==> src/hw/rtl/optmac_ram.sv <==
// Generic single-write, single-read RAM with registered read data.
module optmac_ram #(
   parameter int WIDTH = 8,
   parameter int DEPTH = 4
) (
   input  logic                                        clock,
   input  logic                                        wr_en,
   input  logic [((DEPTH > 1) ? $clog2(DEPTH) : 1)-1:0] wr_addr,
   input  logic [WIDTH-1:0]                            wr_data,
   input  logic                                        rd_en,
   input  logic [((DEPTH > 1) ? $clog2(DEPTH) : 1)-1:0] rd_addr,
   output logic [WIDTH-1:0]                            rd_data
);

   logic [WIDTH-1:0] mem_ff [DEPTH];
   logic [WIDTH-1:0] rd_data_ff;

   // Write port, read port returns the old contents on a same-cycle write
   always_ff @(posedge clock) begin
      if (wr_en) begin
         mem_ff[wr_addr] <= wr_data;
      end
      if (rd_en) begin
         rd_data_ff <= mem_ff[rd_addr];
      end
   end

   assign rd_data = rd_data_ff;

endmodule

==> config.mk <==
export PLATFORM = sky130hd
export DESIGN_NAME = optmac_ram
export DESIGN_NICKNAME = d
export VERILOG_FILES = /design/src/hw/rtl/optmac_ram.sv
export SDC_FILE = /design/constraint.sdc
export NUM_CORES = 1
export LEC_CHECK = 0
export BUFFER_PORTS_ARGS = -buffer_cell sky130_fd_sc_hd__buf_2
export CAP_MARGIN = 10
export CORE_UTILIZATION = 30
export CTS_CLUSTER_SIZE = 24
export DETAILED_ROUTE_END_ITERATION = 6
export RECOVER_POWER = 50
export SYNTH_ARGS = -nofsm -noshare
export SYNTH_HDL_FRONTEND = slang
export SYNTH_SLANG_ARGS = --single-unit
==> constraint.sdc <==
create_clock -name clock -period 3.6 [get_ports clock]
set_input_delay 0.36 -clock clock [delete_from_list [all_inputs] [get_ports clock]]
set_output_delay 0.36 -clock clock [all_outputs]
set_load 0.02 [all_outputs]
# Word level (Yosys, flattened, before mapping)

Memories as Yosys holds them, arrays and structs flattened. A register that Yosys moved wholly into a read port is not among the register bits.
Cells that the tools add are included.

Bits in registers: 0
Memory bits (writable): 32
Bits of input ports: 15
Output and inout port bits: 8
Word-level logic and storage cells: 3
Memories kept: 1

Memory list:

| name   | depth | bits a word | rd ports | clocked after Yosys merged registers in | wr ports | RTL line | source |
|---|---|---|---|---|---|---|---|
| mem_ff | 4     | 8           | 1        | 1                                       | 1        | 15       | `logic [WIDTH-1:0] mem_ff [DEPTH];` |

Mux-type cells: 2

Operators by type and width:

| cell             | count |
|---|---|
| 1-bit 2-to-1 mux | 2 |

# Logic depth before layout (Yosys ltp)

Gate-level depths: netlist of the first run.

Depth in word-level cells: 2
Mapped depth: 2
Gate-level depth less buffers: 1

# Least setup slack after synthesis of the first run

OpenSTA, ideal clock, no wires.

Path type: input -> register
From: in wr_addr[0] in the netlist's numbering
To: mem mem_ff[0][0], enable pin
Library setup time: 0.385 ns
Data arrival time: 1.039 ns
Required time: 3.215 ns
Setup slack: 2.176 ns
Cell stages on the path: 1
Buffers on the path: 0
Path through: nor3b_1

RTL lines:

| what        | RTL line | source |
|---|---|---|
| from (decl) | 8        | `input logic [((DEPTH > 1) ? $clog2(DEPTH) : 1)-1:0] wr_addr,` |
| to (decl)   | 15       |  |

No word-level cell before the write port.

# Worst setup path in the final report of the first run

From: in wr_addr[0] in the netlist's numbering
To: mem mem_ff[0][1], enable pin

No word-level cell before the write port.

==> results.sh, run 1 <==
export IMPL_preCtsSetupSlack_ns=1.68
export IMPL_nFillCells=414
export IMPL_fin_setup_tns_ns=0
export IMPL_cp_start_kind="primary input"
export IMPL_core_sq_um=4470
export IMPL_whs_path_depth=1
export IMPL_worstMarginPinSlew_ns=0.593
export IMPL_skew_ns=0.00359
export IMPL_reg2reg_slack_ns=2.48
export IMPL_antennaDiodeCount=0
export IMPL_cts_tree="done"
export IMPL_netlist_area_sq_um=1430
export IMPL_path_clk_slew_ns=0.07
export IMPL_rows=24
export IMPL_ir_drop_v=0.000197
export IMPL_cts_setup_buffers=0
export IMPL_dieArea_sq_um=5040
export IMPL_critical_path_class="in2reg"
export IMPL_dpl_cell_area_sq_um=1590
export IMPL_cts_made_buffers=5
export IMPL_grt_max_degree=12
export IMPL_r2r_start="mem_ff[3][5]$_DFFE_PP_"
export IMPL_fin_ws_ns=2.30
export IMPL_final_common_cell="edfxtp_1"
export IMPL_grt_ovfl_total=0
export IMPL_gp_congestion=0.647
export IMPL_dr_pass1_iters=6
export IMPL_placedCellCount=126
export IMPL_vias=647
export IMPL_via_per_inst=4.79
export IMPL_final_core_util=0.371
export IMPL_die_w_microns=71.0
export IMPL_critPathMaxFanout=5
export IMPL_cts_htree_levels=2
export IMPL_required_ns=3.59
export IMPL_fin_nets=97
export IMPL_antenna_found_initial=0
export IMPL_r2r_end="rd_data[5]$_DFFE_PP_"
export IMPL_cts_sink_count=40
export IMPL_postCtsHoldBufs=0
export IMPL_clk_latency_ns=0.29
export IMPL_final_cell_mix="edfxtp_1 (40), buf_2 (13), clkbuf_1 (12)"
export IMPL_p_per_area_nw_per_um2=529
export IMPL_drc=0
export IMPL_ys_types=7
export IMPL_portBuffers=22
export IMPL_grt_pass1_wl_mm=3.54
export IMPL_synth_area_per_cell_sq_um=26.5
export IMPL_ant_nets=0
export IMPL_slew_violations=0
export IMPL_hp_start="wr_data[7]"
export IMPL_relSlewSlack=0.604
export IMPL_r2r_cells=1
export IMPL_hold_viol=0
export IMPL_final_area_sq_um=1660
export IMPL_drive_above_1_share=0.313
export IMPL_cap_violations=0
export IMPL_fin_crit_sh=0.362
export IMPL_yosysWarnings=0
export IMPL_die_h_microns=71.0
export IMPL_worstPathArrival_ns=1.29
export IMPL_outcome="finished clean"
export IMPL_grt_pass1_vias=660
export IMPL_drt_iter0_drc=50
export IMPL_grt_usage=0.104
export IMPL_holdPathEnd="mem_ff[1][7]$_DFFE_PP_"
export IMPL_post_route_min_period_ns=1.30
export IMPL_syn_nets=69
export IMPL_cts_resized=0
export IMPL_clockRootBuffer="clkbuf_8"
export IMPL_critPathCaptureType="flip-flop"
export IMPL_power_leakage_nw=0.548
export IMPL_min_path_type="in2reg"
export IMPL_fin_cells=135
export IMPL_synth_seq_cells=40
export IMPL_initial_core_util=0.319
export IMPL_timing_fmax_ghz=0.767
export IMPL_areaGrowthSynthToFinish_pct=16.2
export IMPL_clockBufferDepth=2
export IMPL_setup_violations=0
export IMPL_wl_per_cell_microns=16.6
export IMPL_synth_cells=54
export IMPL_routed_wl_mm=2.25
export IMPL_io_pins=23
export IMPL_synth_seq_area_share=0.841
export IMPL_grt_setup_unrepaired="no"
-- cells in the mapped netlist, drive strengths merged --
cell     n  area (sq um)
edfxtp  40          1200
nor3b    1          7.51
and3b    2          17.5
mux4     8           180
clkbuf   1          5.00
and3     1          6.26
buf      1          11.3
-- state kept, by name, indices dropped and copies added (netlist names) --
register,flops
mem_ff,32
rd_data,8
-- where the power goes --
part           switching (mW)  internal, mW
sequential            0.00507         0.541
combinational          0.0323        0.0229
clock                   0.142         0.135
-- worst max path at each step --
| stage | slack (ns) | cells past startpoint | startpoint | endpoint |
|---|---|---|---|---|
| finish | 2.30 | 3 | wr_addr[0] | mem_ff[0][1]$_DFFE_PP_ |
| global route | 2.27 | 3 | wr_addr[0] | mem_ff[0][0]$_DFFE_PP_ |
| CTS | 1.98 | 2 | wr_addr[0] | mem_ff[0][1]$_DFFE_PP_ |
| detailed placement | 1.68 | 2 | wr_addr[0] | mem_ff[0][3]$_DFFE_PP_ |
| global placement | 1.73 | 2 | wr_addr[0] | mem_ff[0][3]$_DFFE_PP_ |
| floorplan | 2.18 | 1 | wr_addr[0] | mem_ff[0][0]$_DFFE_PP_ |
-- kinds of logic after synthesis --
kind of cell | count (synthesis) | share of synthesized area
buf+inv | 2 | 0.0114
flops | 40 | 0.841
simple gates | 4 | 0.0219
mux | 8 | 0.126
-- per-stage QoR --
stage               hold slack (ns)  power (mW)
floorplan                     0.459       0.589
global placement              0.575       0.612
detailed placement            0.585       0.614
CTS                           0.274       0.891
global route                  0.331       0.923
finish                        0.335       0.878
-- final cells by class --
class | count | area, sq um | area share
Sequential cell | 40 | 1200 | 0.723
Multi-Input combinational cell | 12 | 211 | 0.127
Timing Repair Buffer | 23 | 103 | 0.0618
Clock buffer | 7 | 76.3 | 0.0460
Tap cell | 52 | 65.1 | 0.0392
Clock inverter | 1 | 3.75 | 0.00226
-- routing by layer --
metal  vias to the layer above  wire length (microns)  track usage  part of all wire
li1                        286                      -            -                 -
met1                       332                   1020        0.131              0.46
met2                        22                   1050        0.149              0.47
met3                         7                    111       0.0399             0.049
met4                         0                     59       0.0733             0.026
met5                         -                      0            0                 0
-- critical path: stages --
cell     delay, ns
buf_2         0.11
nor3b_1       0.51
buf_2         0.30
(Power assumes the default switching activity.)
==> run 2: changes to the inputs <==
==> constraint.sdc (replaced) <==
create_clock -name clock -period 1.3 [get_ports clock]
set_input_delay 0.13 -clock clock [delete_from_list [all_inputs] [get_ports clock]]
set_output_delay 0.13 -clock clock [all_outputs]
set_load 0.02 [all_outputs]
==> run 2 against run 1 <==
Against the previous run:
- sequential share of layout area down 0.49 points
- via count down 1.4%
- critical path depth is 2 lower
- sequential power rose to 2.8 times the previous value
- wire length decreased by 4.6%
- die area stayed put
- first-iteration DRC count shrank 10%
- clock power increased to 2.7 times the previous value
==> results.sh, run 2 (synthesis results as in run 1) <==
export IMPL_outcome="finished clean"
export IMPL_power_leakage_nw=0.556
export IMPL_vias=638
export IMPL_cp_start_kind="flip-flop"
export IMPL_wl_per_cell_microns=15.8
export IMPL_fin_setup_tns_ns=0
export IMPL_largest_reg_flops=32
export IMPL_cts_htree_levels=2
export IMPL_timing_fmax_ghz=0.890
export IMPL_cts_setup_buffers=0
export IMPL_seqCellArea_sq_um=1200
export IMPL_areaGrowthSynthToFinish_pct=17.0
export IMPL_clockBufferDepth=2
export IMPL_cts_sink_count=40
export IMPL_worstPathArrival_ns=1.15
export IMPL_antennaDiodeCount=0
export IMPL_cts_made_buffers=5
export IMPL_whs_path_depth=1
export IMPL_worstMarginPinSlew_ns=0.544
export IMPL_fin_cells=136
export IMPL_critical_path_class="reg2reg"
export IMPL_cap_violations=0
export IMPL_grt_pass1_wl_mm=3.39
export IMPL_antenna_found_initial=0
export IMPL_drc=0
export IMPL_intPower_mw=1.93
export IMPL_slowest_delay_ns=0.48
export IMPL_hp_start="wr_data[7]"
export IMPL_dieArea_sq_um=5040
export IMPL_r2r_cells=1
export IMPL_postCtsHoldBufs=0
export IMPL_p_comb_frac=0.064
export IMPL_p_sw_uw=481
export IMPL_die_w_microns=71.0
export IMPL_cpLargestDelayFamily="multiplexers"
export IMPL_skew_ns=0.00544
export IMPL_fin_crit_sh=0.864
export IMPL_final_cell_mix="edfxtp_1 (40), clkbuf_1 (12), buf_2 (12)"
export IMPL_ant_nets=0
export IMPL_grt_setup_unrepaired="no"
export IMPL_worstSetupPathDepth=1
export IMPL_drive_above_1_share=0.333
export IMPL_crit_slowest_cell="mux4_2"
export IMPL_rows=24
export IMPL_grt_usage=0.0980
export IMPL_power_frac_clock=0.308
export IMPL_required_ns=1.33
export IMPL_io_pins=23
export IMPL_final_common_cell="edfxtp_1"
export IMPL_ir_drop_v=0.000407
export IMPL_relSlewSlack=0.638
export IMPL_nFillCells=407
export IMPL_fin_nets=99
export IMPL_critPathCaptureType="flip-flop"
export IMPL_dr_pass1_iters=6
export IMPL_hold_viol=0
export IMPL_clk_latency_ns=0.29
export IMPL_crit_path_start="mem_ff[3][6]$_DFFE_PP_"
export IMPL_path_clk_slew_ns=0.07
export IMPL_grt_pass1_vias=665
export IMPL_portBuffers=22
export IMPL_cts_resized=0
export IMPL_min_path_type="in2reg"
export IMPL_die_h_microns=71.0
export IMPL_p_seq_frac=0.628
export IMPL_slew_violations=0
export IMPL_core_sq_um=4470
export IMPL_via_per_inst=4.69
export IMPL_post_dp_hpwl_mm=1.40
export IMPL_initial_core_util=0.319
export IMPL_crit_chain="mux4_2"
export IMPL_critPathMaxFanout=1
export IMPL_largest_register="mem_ff"
export IMPL_holdWs_ns=0.0986
export IMPL_switching_share=0.200
export IMPL_cts_tree="done"
export IMPL_routed_wl_mm=2.14
export IMPL_final_core_util=0.374
export IMPL_grt_max_degree=12
export IMPL_gp_congestion=0.633
export IMPL_critPathBufInv=0
export IMPL_placedCellCount=129
export IMPL_grt_ovfl_total=0
export IMPL_clockRootBuffer="clkbuf_8"
export IMPL_r2r_start="mem_ff[3][6]$_DFFE_PP_"
export IMPL_setup_violations=0
export IMPL_multi_input_area_sq_um=211
export IMPL_drt_iter0_drc=45
export IMPL_p_per_area_nw_per_um2=1440
export IMPL_post_route_min_period_ns=1.12
[run 2: power by group through the flow]
stage               sequential (mW)  clock (mW)  combinational, mW
floorplan                      1.56           0             0.0665
global placement               1.54           0              0.158
detailed placement             1.54           0              0.161
CTS                            1.51       0.764              0.161
global route                   1.52       0.806              0.167
finish                         1.51       0.742              0.154
[run 2: final cells by class]
type | instances | share of cell area
Clock buffer | 6 | 0.0434
Timing Repair Buffer | 25 | 0.0696
Tap cell | 52 | 0.0389
Multi-Input combinational cell | 12 | 0.126
Clock inverter | 1 | 0.00299
Sequential cell | 40 | 0.719
[run 2: per-stage QoR]
| stage | instance area, sq um | worst slack (ns) | total power, mW |
|---|---|---|---|
| floorplan | 1430 | 0.106 | 1.63 |
| global placement | 1610 | 0.0703 | 1.70 |
| detailed placement | 1610 | 0.0580 | 1.70 |
| CTS | 1690 | 0.172 | 2.44 |
| global route | 1670 | 0.151 | 2.49 |
| finish | 1670 | 0.177 | 2.41 |
[run 2: final timing paths]
path         slack [ns]                      to
max                0.18    rd_data[6]$_DFFE_PP_
min reg2reg        0.63    rd_data[5]$_DFFE_PP_
min                 0.1  mem_ff[0][7]$_DFFE_PP_
max reg2reg        0.18    rd_data[6]$_DFFE_PP_
[run 2: metal layers]
layer / track usage / vias to the layer above / share of wire
met4: 0.0600 / 0 / 0.015
met5: 0 / - / 0
met3: 0.0427 / 3 / 0.042
met1: 0.117 / 323 / 0.43
met2: 0.146 / 25 / 0.51
li1: - / 287 / -
==> run 3: changes to the inputs <==
--- a/config.mk
+++ b/config.mk
@@ -11,6 +11,8 @@
 export CTS_CLUSTER_SIZE = 24
 export DETAILED_ROUTE_END_ITERATION = 6
 export RECOVER_POWER = 50
+export SETUP_SLACK_MARGIN = 0.2
+export SLEW_MARGIN = 20
 export SYNTH_ARGS = -nofsm -noshare
 export SYNTH_HDL_FRONTEND = slang
 export SYNTH_SLANG_ARGS = --single-unit
==> run 3 against run 2 <==
Against the previous run:
- clock power down 3.5%
- sequential power about the same
- cell count unchanged
- critical path type unchanged
- largest cell class unchanged
- highest routed layer unchanged
==> results.sh, run 3 (synthesis results as in run 1) <==
export IMPL_ant_nets=0
export IMPL_rows=24
export IMPL_dieArea_sq_um=5040
export IMPL_post_route_min_period_ns=1.11
export IMPL_drt_iter0_drc=32
export IMPL_slew_violations=0
export IMPL_relSlewSlack=0.661
export IMPL_cap_violations=0
export IMPL_cts_setup_buffers=0
export IMPL_gp_congestion=0.686
export IMPL_cts_sink_count=40
export IMPL_final_cell_mix="edfxtp_1 (40), buf_2 (12), clkbuf_1 (11)"
export IMPL_cp_start_kind="flip-flop"
export IMPL_holdWs_ns=0.103
export IMPL_clockRootBuffer="clkbuf_8"
export IMPL_portBuffers=22
export IMPL_cts_htree_levels=2
export IMPL_antenna_found_initial=0
export IMPL_min_path_type="in2reg"
export IMPL_worstMarginPinSlew_ns=0.509
export IMPL_required_ns=1.32
export IMPL_ir_drop_v=0.000378
export IMPL_cts_tree="done"
export IMPL_routed_wl_mm=2.12
export IMPL_die_w_microns=71.0
export IMPL_final_common_cell="edfxtp_1"
export IMPL_antennaDiodeCount=0
export IMPL_critPathCaptureType="flip-flop"
export IMPL_critical_path_class="reg2reg"
export IMPL_p_per_area_nw_per_um2=1420
export IMPL_outcome="finished clean"
export IMPL_postCtsHoldBufs=0
export IMPL_path_clk_slew_ns=0.07
export IMPL_crit_chain="mux4_2"
export IMPL_fin_setup_tns_ns=0
export IMPL_largest_register="mem_ff"
export IMPL_dr_pass1_iters=6
export IMPL_largest_reg_flops=32
export IMPL_via_per_inst=4.85
export IMPL_power_leakage_nw=0.556
export IMPL_worstPathArrival_ns=1.13
export IMPL_hold_viol=0
export IMPL_initial_core_util=0.319
export IMPL_cts_made_buffers=5
export IMPL_vias=660
export IMPL_core_sq_um=4470
export IMPL_cpLargestDelayFamily="multiplexers"
export IMPL_drive_above_1_share=0.333
export IMPL_grt_ovfl_total=0
export IMPL_fin_crit_sh=0.856
export IMPL_cts_resized=0
export IMPL_timing_fmax_ghz=0.899
export IMPL_slowest_delay_ns=0.48
export IMPL_critPathMaxFanout=1
export IMPL_post_dp_hpwl_mm=1.43
export IMPL_setup_violations=0
export IMPL_areaGrowthSynthToFinish_pct=17.3
export IMPL_grt_pass1_wl_mm=3.35
export IMPL_crit_slowest_cell="mux4_2"
export IMPL_drc=0
export IMPL_clockBufferDepth=2
export IMPL_grt_pass1_vias=657
export IMPL_fin_nets=99
export IMPL_grt_setup_unrepaired="yes"
export IMPL_die_h_microns=71.0
export IMPL_nFillCells=420
export IMPL_io_pins=23
export IMPL_skew_ns=0.00466
export IMPL_wl_per_cell_microns=15.6
export IMPL_critPathBufInv=0
export IMPL_grt_usage=0.0983
export IMPL_grt_max_degree=12
export IMPL_clk_latency_ns=0.28
-- run 3: cell types whose count changed in the layout (fill, tap and decap cells not counted), sizes merged --
cell / previous run / this run
clkinv: 1 / 2
clkbuf: 17 / 16
-- run 3: metal layers --
layer  part of all wire  routed length [microns]  track usage
met1               0.44                      924        0.111
met2               0.47                      993        0.152
met3              0.065                      138       0.0470
met5                  0                        0            0
met4              0.029                       62       0.0600
-- run 3: power breakdown --
part	total, mW	switching, mW	leakage [nW]	internal [mW]
registers	1.51	0.0153	0.372	1.50
clock network	0.716	0.363	0.0391	0.353
logic	0.154	0.0878	0.145	0.0665
-- run 3: through the flow --
stage / worst slack [ns] / utilization / instance area (sq um) / total power, mW / cells
after detailed placement: 0.0438 / 0.361 / 1620 / 1.71 / 129
after global routing: 0.155 / 0.374 / 1680 / 2.48 / 136
after CTS: 0.165 / 0.378 / 1690 / 2.42 / 136
final: 0.188 / 0.374 / 1680 / 2.38 / 136
after floorplan: 0.253 / - / 1430 / 1.63 / 54
after global placement: 0.0676 / 0.361 / 1620 / 1.70 / 129
-- run 3: path summary, 6_finish.rpt --
| check | start | to | slack [ns] | cells past startpoint |
|---|---|---|---|---|
| hold reg to reg | mem_ff[2][2]$_DFFE_PP_ | rd_data[2]$_DFFE_PP_ | 0.63 | 1 |
| setup reg to reg | mem_ff[3][0]$_DFFE_PP_ | rd_data[0]$_DFFE_PP_ | 0.19 | 1 |
| setup / recovery | mem_ff[3][0]$_DFFE_PP_ | rd_data[0]$_DFFE_PP_ | 0.19 | 1 |
| hold / removal | wr_data[4] | mem_ff[2][4]$_DFFE_PP_ | 0.10 | 1 |
-- run 3: cell type report --
class / count / area (sq um) / area share
Clock buffer: 5 / 68.8 / 0.0411
Multi-Input combinational cell: 12 / 216 / 0.129
Timing Repair Buffer: 25 / 116 / 0.0695
Tap cell: 52 / 65.1 / 0.0388
Clock inverter: 2 / 7.51 / 0.00448
Sequential cell: 40 / 1200 / 0.717
